**src/design/assert_macros.svh**
```systemverilog
// ----------------------------------------------------------------------------
// assert_macros.svh
// shared assertion macros, clocked and held off during reset
// ----------------------------------------------------------------------------
`ifndef ASSERT_MACROS_SVH
`define ASSERT_MACROS_SVH

// plain property check
`define TCF_ASSERT(name, clk, rstn, prop) \
    name: assert property (@(posedge clk) disable iff (!rstn) (prop)) \
        else $error("tcf assertion failed");

// overlapping implication check
`define TCF_ASSERT_IMPL(name, clk, rstn, ante, cons) \
    name: assert property (@(posedge clk) disable iff (!rstn) (ante) |-> (cons)) \
        else $error("tcf implication failed");

// next-cycle implication check
`define TCF_ASSERT_NEXT(name, clk, rstn, ante, cons) \
    name: assert property (@(posedge clk) disable iff (!rstn) (ante) |=> (cons)) \
        else $error("tcf next-cycle check failed");

`endif

```
**src/design/tcf_pkg.sv**
```systemverilog
// ----------------------------------------------------------------------------
// tcf_pkg
// types and character codes of the text stream cat formatter
// ----------------------------------------------------------------------------
package tcf_pkg;

    // formatting modes, codes 9 to 15 behave as copy
    typedef enum logic [3:0] {
        MODE_COPY     = 4'd0,
        MODE_NUM_NB   = 4'd1,
        MODE_NUM_ALL  = 4'd2,
        MODE_SQUEEZE  = 4'd3,
        MODE_ENDS     = 4'd4,
        MODE_TABS     = 4'd5,
        MODE_V        = 4'd6,
        MODE_E        = 4'd7,
        MODE_T        = 4'd8
    } mode_t;

    // input word
    typedef struct packed {
        logic [7:0] data_byte;
        logic       file_start;
    } in_word_t;

    // result word
    typedef struct packed {
        logic [7:0] out_byte;
        logic       last;
    } out_word_t;

    // line counter holds six bcd digits
    localparam int BCD_DIGITS = 6;

    localparam logic [7:0] CHAR_TAB    = 8'd9;
    localparam logic [7:0] CHAR_NL     = 8'd10;
    localparam logic [7:0] CHAR_CR     = 8'd13;
    localparam logic [7:0] CHAR_SPACE  = 8'd32;
    localparam logic [7:0] CHAR_DOLLAR = 8'd36;
    localparam logic [7:0] CHAR_QMARK  = 8'd63;
    localparam logic [7:0] CHAR_CARET  = 8'd94;
    localparam logic [7:0] CHAR_UPPER_I = 8'd73;
    localparam logic [7:0] CHAR_DEL    = 8'd127;
    localparam logic [7:0] CARET_OFFSET = 8'd64;
    localparam logic [3:0] ASCII_DIGIT_HI = 4'h3;

endpackage

```
**src/design/text_stream_cat_formatter.sv**
```systemverilog
// ----------------------------------------------------------------------------
// text_stream_cat_formatter
// byte stream filter with line numbering, blank-line squeeze and caret display
// ----------------------------------------------------------------------------
// Each accepted input word is formatted into a result buffer, which then
// sends one byte per cycle on the result channel while m_ready is high,
// starting the cycle after the word is taken. Most input bytes make one
// result byte, so input is taken every cycle while the output keeps up; an
// input byte that makes k result bytes holds off the input until its last
// byte leaves (caret, '$' and ^I forms make two bytes, the start of a
// numbered line makes NUMBER_DIGITS + 2). A squeezed byte makes no result.
// The next word is taken in the same cycle the last byte of the buffer leaves.
// The user must write the mode register through the cfg port only while
// the block idles; the block itself does not enforce this.
// ----------------------------------------------------------------------------
`include "assert_macros.svh"

module text_stream_cat_formatter #(
    parameter int NUMBER_DIGITS = 6
) (
    input  logic                aclk,
    input  logic                aresetn,
    // configuration
    input  logic                cfg_valid,
    output logic                cfg_ready,
    input  logic [3:0]          cfg_mode,
    // input stream
    input  logic                s_valid,
    output logic                s_ready,
    input  tcf_pkg::in_word_t   s_data,
    // result stream
    output logic                m_valid,
    input  logic                m_ready,
    output tcf_pkg::out_word_t  m_data
);

    localparam int MAX_RES = NUMBER_DIGITS + 2;
    localparam int CNT_W   = $clog2(MAX_RES + 1);
    localparam int USED    = (NUMBER_DIGITS < tcf_pkg::BCD_DIGITS) ?
                             NUMBER_DIGITS : tcf_pkg::BCD_DIGITS;
    localparam int DISP_W  = (NUMBER_DIGITS > tcf_pkg::BCD_DIGITS) ?
                             NUMBER_DIGITS : tcf_pkg::BCD_DIGITS;
    localparam int BCD_W   = 4 * tcf_pkg::BCD_DIGITS;

    tcf_pkg::mode_t     mode_reg;
    logic [BCD_W-1:0]   count_reg, count_next;
    logic               at_start_reg, at_start_next;
    logic [1:0]         newline_run_reg, newline_run_next;
    logic [7:0]         slot_reg [MAX_RES];
    logic [CNT_W-1:0]   remain_reg;

    logic               in_fire, out_fire;
    logic [7:0]         in_byte;
    logic               is_nl, is_tab, is_ctrl;
    logic [BCD_W-1:0]   cur_count, inc_count;
    logic               cur_start;
    logic [1:0]         cur_run;
    logic               put_num;
    logic [7:0]         tail0, tail1;
    logic [1:0]         tail_cnt;
    logic [7:0]         new_slot [MAX_RES];
    logic [CNT_W-1:0]   new_cnt;
    logic [7:0]         num_char [NUMBER_DIGITS];

    assign cfg_ready = 1'b1;
    assign m_valid   = (remain_reg != '0);
    assign out_fire  = m_valid && m_ready;
    assign s_ready   = (remain_reg == '0) ||
                       ((remain_reg == CNT_W'(1)) && m_ready);
    assign in_fire   = s_valid && s_ready;

    assign m_data.out_byte = slot_reg[0];
    assign m_data.last     = (remain_reg == CNT_W'(1));

    // per-file state seen by this word
    assign in_byte   = s_data.data_byte;
    assign cur_count = s_data.file_start ? '0 : count_reg;
    assign cur_start = s_data.file_start ? 1'b1 : at_start_reg;
    assign cur_run   = s_data.file_start ? 2'd1 : newline_run_reg;

    assign is_nl   = (in_byte == tcf_pkg::CHAR_NL);
    assign is_tab  = (in_byte == tcf_pkg::CHAR_TAB);
    assign is_ctrl = ((in_byte < tcf_pkg::CHAR_SPACE) && !is_tab && !is_nl &&
                      (in_byte != tcf_pkg::CHAR_CR)) ||
                     (in_byte == tcf_pkg::CHAR_DEL);

    // newline run counter, saturating at three
    always_comb begin
        if (!is_nl) begin
            newline_run_next = 2'd0;
        end else if (cur_run != 2'd3) begin
            newline_run_next = cur_run + 2'd1;
        end else begin
            newline_run_next = cur_run;
        end
    end
    assign at_start_next = is_nl;

    // bcd increment over the used digits, holding at all nines
    always_comb begin
        logic all_nine;
        logic carry;
        all_nine  = 1'b1;
        carry     = 1'b1;
        inc_count = cur_count;
        for (int i = 0; i < USED; i++) begin
            if (cur_count[4*i +: 4] != 4'd9) begin
                all_nine = 1'b0;
            end
        end
        for (int i = 0; i < USED; i++) begin
            if (carry) begin
                if (cur_count[4*i +: 4] >= 4'd9) begin
                    inc_count[4*i +: 4] = 4'd0;
                end else begin
                    inc_count[4*i +: 4] = cur_count[4*i +: 4] + 4'd1;
                    carry = 1'b0;
                end
            end
        end
        if (all_nine) begin
            inc_count = cur_count;
        end
    end

    // right-aligned decimal with leading spaces
    always_comb begin
        logic [4*DISP_W-1:0] wide;
        logic                leading;
        logic [3:0]          d;
        wide         = '0;
        wide[BCD_W-1:0] = inc_count;
        leading      = 1'b1;
        for (int pos = NUMBER_DIGITS - 1; pos >= 0; pos--) begin
            d = wide[4*pos +: 4];
            if ((d != 4'd0) || (pos == 0)) begin
                leading = 1'b0;
            end
            num_char[NUMBER_DIGITS-1-pos] = leading ? tcf_pkg::CHAR_SPACE :
                                            {tcf_pkg::ASCII_DIGIT_HI, d};
        end
    end

    // mode decode: number prefix or up to two bytes of plain output
    always_comb begin
        put_num  = 1'b0;
        tail0    = in_byte;
        tail1    = in_byte;
        tail_cnt = 2'd1;
        unique case (mode_reg)
            tcf_pkg::MODE_NUM_NB: begin
                put_num = cur_start && !is_nl;
            end
            tcf_pkg::MODE_NUM_ALL: begin
                put_num = cur_start;
            end
            tcf_pkg::MODE_SQUEEZE: begin
                tail_cnt = (newline_run_next == 2'd3) ? 2'd0 : 2'd1;
            end
            tcf_pkg::MODE_ENDS: begin
                if (is_nl) begin
                    tail0    = tcf_pkg::CHAR_DOLLAR;
                    tail_cnt = 2'd2;
                end
            end
            tcf_pkg::MODE_TABS: begin
                if (is_tab) begin
                    tail0    = tcf_pkg::CHAR_CARET;
                    tail1    = tcf_pkg::CHAR_UPPER_I;
                    tail_cnt = 2'd2;
                end
            end
            tcf_pkg::MODE_V, tcf_pkg::MODE_E, tcf_pkg::MODE_T: begin
                if ((mode_reg == tcf_pkg::MODE_E) && is_nl) begin
                    tail0    = tcf_pkg::CHAR_DOLLAR;
                    tail_cnt = 2'd2;
                end else if ((mode_reg == tcf_pkg::MODE_T) && is_tab) begin
                    tail0    = tcf_pkg::CHAR_CARET;
                    tail1    = tcf_pkg::CHAR_UPPER_I;
                    tail_cnt = 2'd2;
                end else if (is_ctrl) begin
                    tail0    = tcf_pkg::CHAR_CARET;
                    tail1    = (in_byte == tcf_pkg::CHAR_DEL) ? tcf_pkg::CHAR_QMARK :
                               (in_byte | tcf_pkg::CARET_OFFSET);
                    tail_cnt = 2'd2;
                end
            end
            default: begin
            end
        endcase
    end

    // result bytes of this word
    always_comb begin
        for (int i = 0; i < MAX_RES; i++) begin
            new_slot[i] = in_byte;
        end
        if (put_num) begin
            for (int i = 0; i < NUMBER_DIGITS; i++) begin
                new_slot[i] = num_char[i];
            end
            new_slot[NUMBER_DIGITS]     = tcf_pkg::CHAR_TAB;
            new_slot[NUMBER_DIGITS + 1] = in_byte;
            new_cnt = CNT_W'(MAX_RES);
        end else begin
            new_slot[0] = tail0;
            new_slot[1] = tail1;
            new_cnt     = CNT_W'(tail_cnt);
        end
    end

    assign count_next = put_num ? inc_count : cur_count;

    // mode register and per-file state
    always_ff @(posedge aclk) begin
        if (!aresetn) begin
            mode_reg        <= tcf_pkg::MODE_COPY;
            count_reg       <= '0;
            at_start_reg    <= 1'b1;
            newline_run_reg <= 2'd1;
        end else begin
            if (cfg_valid && cfg_ready) begin
                mode_reg <= tcf_pkg::mode_t'(cfg_mode);
            end
            if (in_fire) begin
                count_reg       <= count_next;
                at_start_reg    <= at_start_next;
                newline_run_reg <= newline_run_next;
            end
        end
    end

    // result buffer fill count
    always_ff @(posedge aclk) begin
        if (!aresetn) begin
            remain_reg <= '0;
        end else if (in_fire) begin
            remain_reg <= new_cnt;
        end else if (out_fire) begin
            remain_reg <= remain_reg - CNT_W'(1);
        end
    end

    // result buffer bytes, shifted toward slot zero as bytes leave
    always_ff @(posedge aclk) begin
        if (in_fire) begin
            for (int i = 0; i < MAX_RES; i++) begin
                slot_reg[i] <= new_slot[i];
            end
        end else if (out_fire) begin
            for (int i = 0; i < MAX_RES - 1; i++) begin
                slot_reg[i] <= slot_reg[i + 1];
            end
        end
    end

    // checks
    `TCF_ASSERT_IMPL(a_stall_only_when_busy, aclk, aresetn, !s_ready, m_valid)
    `TCF_ASSERT(a_start_matches_run, aclk, aresetn,
        at_start_reg == (newline_run_reg != 2'd0))
    `TCF_ASSERT_NEXT(a_nl_sets_start, aclk, aresetn,
        in_fire && (s_data.data_byte == tcf_pkg::CHAR_NL), at_start_reg)
    `TCF_ASSERT_NEXT(a_drain_when_idle, aclk, aresetn,
        out_fire && m_data.last && !in_fire, !m_valid)

endmodule
```
**config.mk**
```make
export PLATFORM = sky130hd
export DESIGN_NAME = text_stream_cat_formatter
export DESIGN_NICKNAME = d
export VERILOG_FILES = /design/src/design/tcf_pkg.sv /design/src/design/text_stream_cat_formatter.sv
export VERILOG_INCLUDE_DIRS = /design/src /design/src/design
export SDC_FILE = /design/constraint.sdc
export NUM_CORES = 1
export LEC_CHECK = 0
export ABC_AREA = 1
export BUFFER_PORTS_ARGS = -buffer_cell sky130_fd_sc_hd__buf_2
export CELL_PAD_IN_SITES_DETAIL_PLACEMENT = 0
export CELL_PAD_IN_SITES_GLOBAL_PLACEMENT = 1
export CORE_UTILIZATION = 43
export CTS_BUF_LIST = sky130_fd_sc_hd__clkbuf_8
export CTS_CLUSTER_DIAMETER = 150
export CTS_CLUSTER_SIZE = 25
export DETAILED_ROUTE_END_ITERATION = 6
export PLACE_DENSITY_LB_ADDON = 0.1
export SLEW_MARGIN = 20
export SYNTH_ARGS = -nofsm -noshare
export SYNTH_HDL_FRONTEND = slang
export SYNTH_SLANG_ARGS = --single-unit
export TNS_END_PERCENT = 30
```
**constraint.sdc**
```tcl
create_clock -name aclk -period 4 [get_ports aclk]
set_input_delay 0.8 -clock aclk [delete_from_list [all_inputs] [get_ports aclk]]
set_output_delay 0.8 -clock aclk [all_outputs]
set_load 0.1 [all_outputs]
```
==> impl_metrics.json <==
{
  "status": "complete, no violations",
  "cts_made_buffers": 9,
  "synth_area_sq_um": 5890,
  "h-tree-depth": 3,
  "clock_sinks": 99,
  "grt_start_max_net_pins": 54,
  "hpwl_microns": 11700,
  "ios": 30,
  "hold_viol": 0,
  "nets": 841,
  "synth_top_area_share_pct": 32.6,
  "num_rows": 42,
  "synthTopCellsByArea": "edfxtp_1 (33%), nand2_1 (14%), dfxtp_1 (12%), a21oi_1 (5.9%), nor2_1 (5.7%)",
  "layout-drive-gt1-share_pct": 11.2,
  "die_h_microns": 119,
  "synth-main-ff-cell": "edfxtp_1",
  "p_per_area_nw_per_um2": 636,
  "start_kind": "input port",
  "tns_ps": 0,
  "cp_slowest_cell": "inv_4",
  "setup_viol_count_final": 0,
  "fillCellCount": 1360,
  "place.gp.congestion": 0.917,
  "cts_root_buf": "clkbuf_8",
  "slew_viol_final": 0,
  "maxSlewHeadroom_pct": 35.0,
  "synth_commonest_cells": "nand2_1 (226), nor2_1 (90), inv_1 (83), a21oi_1 (70), edfxtp_1 (64)",
  "regToRegSetupSlack_ps": 1310,
  "clk_pin_slew_ps": 110,
  "fmax_mhz": 315,
  "grt-ovfl-total": 0,
  "worstRegToRegCells": 16,
  "crit_path_max_incr_delay_ps": 250,
  "cap_violations": 0,
  "critPathKind": "input port to flop",
  "worstHoldPathCells": 2,
  "synth_nets": 822,
  "synth.most_common_cell": "nand2_1",
  "die_area_sq_um": 14200,
  "firstDrtPassIters": 6,
  "fin_crit_sh_pct": 79.3,
  "path_delay_family": "simple AND/OR/NAND/NOR gates",
  "start_util_pct": 44.3,
  "critPathMaxFanout": 18,
  "routedWlPerCell_microns": 16.2,
  "io_buffers": 28,
  "netlist.top_cell.by_area": "edfxtp_1",
  "grt_pass1_wl_microns": 25400,
  "grtUsageTotal_pct": 23.4,
  "rsz0062_at_grt": "no",
  "drt-initial-drc-count": 396,
  "ir_worst_vdd_mv": 0.615,
  "cts.repair.resized": 0,
  "insertion_delay_ps": 390,
  "cts.path.max_buffers": 2,
  "async_reset_ff_share_pct": 0,
  "post-cts-setup-buffers": 0,
  "cts_hold_buf": 0,
  "synth-seq-cells": 99,
  "insertedDiodeCount": 0,
  "regToRegEndpoint": "slot_reg[0][28]$_DFFE_PP_",
  "grt_antenna_before_repair": 0,
  "drt-total-wl_microns": 15900,
  "hold_slack_ps": 471,
  "cts_tree": "done",
  "path_cells": "buf_2 -> inv_4 -> nand2_1 -> inv_1 -> ha_1 -> nor2_1 -> nand2_1 -> nand2_1 -> nor2_1 -> nand2_4 -> o21ai_1 -> nand2_1 -> inv_1 -> nand3_1 -> nor2_2 -> nand3_1 -> nand2_1 -> nand2_1",
  "hold_path_class": "flop to flop",
  "period_needed_ps": 3170,
  "syn-instance-count": 785,
  "p_leak_nw": 2.77,
  "end_kind": "flop",
  "grt_pass1_vias": 4788,
  "core_area_sq_um": 13300,
  "cp.arrival_ps": 3320,
  "ys_types": 43,
  "worst_slew_pin_slew_ps": 974,
  "die_w_microns": 119,
  "yosysWarningCount": 0,
  "crit_buf_inv": 4,
  "whs_endpoint": "count_reg[16]$_SDFFE_PN0P_",
  "skew_ps": 17.8,
  "r2r-start": "count_reg[16]$_SDFFE_PN0P_",
  "synth-edff-count": 64,
  "vias_per_cell": 5.28,
  "drc_errors": 0,
  "crit_top_cell": "nand2_1",
  "ys_seq_area_share_pct": 44.5,
  "min_from": "count_reg[16]$_SDFFE_PN0P_",
  "ant_nets": 0,
  "routed-via-count": 5202,
  "worst-path-stages": 18,
  "syn2layout_area_growth_pct": 7.99,
  "largest_reg_flops": 64,
  "worstPathRequired_ps": 4150,
  "avgSynthCellArea_sq_um": 7.50
}
cell usage in the layout, fill, tap and decap left out, types with 2 or more instances in the layout:
cell      netlist  final
a31oi_1         3      3
buf_2           6     28
edfxtp_1       64     64
nand4_1        13     13
ha_1           19     19
o21ai_1         7      6
o21ai_0        40     40
nor2_4          3      3
nand3_2         2      2
nand3_1        37     37
nor3_1          9      9
nand2_4         4      4
buf_4          11      9
xor2_1          4      4
dfxtp_1        35     35
inv_8           0      3
inv_2           8      8
a21oi_1        70     70
inv_4           2      2
xnor2_1         2      2
nand2_1       226    226
nand2_2        10     10
inv_1          83     83
clkbuf_8        0      9
o31ai_1         3      3
nor2_1         90     90
o22ai_1         5      5
nor2_2          3      3
area by class of cell:
type	instances	area (sq um)	area share, %
Multi-Input combinational cell	563	2750	43.3
Sequential cell	99	2620	41.2
Inverter	94	358	5.63
Tap cell	176	220	3.46
Timing Repair Buffer	37	208	3.27
Clock buffer	9	124	1.95
Clock inverter	7	75.1	1.18
how the worst max path moves through the flow:
stage               slack [ps]                        from                   endpoint
floorplan                  190  remain_reg[1]$_SDFFE_PN0P_   slot_reg[0][5]$_DFFE_PP_
global placement           520                   s_data[0]   slot_reg[1][4]$_DFFE_PP_
detailed placement         500                   s_data[0]  slot_reg[0][28]$_DFFE_PP_
CTS                        920                   s_data[0]  slot_reg[0][28]$_DFFE_PP_
global route               590                   s_data[0]   slot_reg[1][4]$_DFFE_PP_
finish                     830                   s_data[0]  slot_reg[0][28]$_DFFE_PP_
tightest hold or removal path, stage by stage, from the launching register on:
cell     delay (ps)
dfxtp_1         330
nand2_1          60
a21oi_1          50
per-layer routing:
layer / track usage [%] / part of all wire (%)
met5: 0 / 0
met4: 6.09 / 0.83
met3: 3.40 / 4.0
met2: 37.5 / 47
met1: 32.9 / 48
through the flow:
stage	power [W]	cells	utilization (%)	setup WS, ps	instance area [sq um]
after global placement	0.00338	969	46.3	519	6160
after global routing	0.00428	985	47.8	594	6360
after CTS	0.00408	985	47.8	922	6360
final	0.00404	985	47.8	829	6360
after floorplan	0.00306	785	-	189	5910
after detailed placement	0.00341	969	46.3	505	6160
power breakdown:
part / total, W / switching (W) / internal [W]
logic: 0.00162 / 0.00129 / 0.000323
registers: 0.00176 / 0.000120 / 0.00164
clock network: 0.000672 / 0.000424 / 0.000248
total: 0.00404 / 0.00184 / 0.00221
logic make-up (layout without fill, tap and decap cells):
group           count (synthesis)  in the layout  share of synthesized area, %
fa+ha+maj                      19             19                          4.04
other cells                     1              1                        0.0637
compound gates                134            134                          12.0
simple gates                  403            403                          29.5
buf+inv                       123            147                          9.01
xor+xnor                        6              6                         0.892
flops                          99             99                          44.5
(Power assumes the default switching activity.)
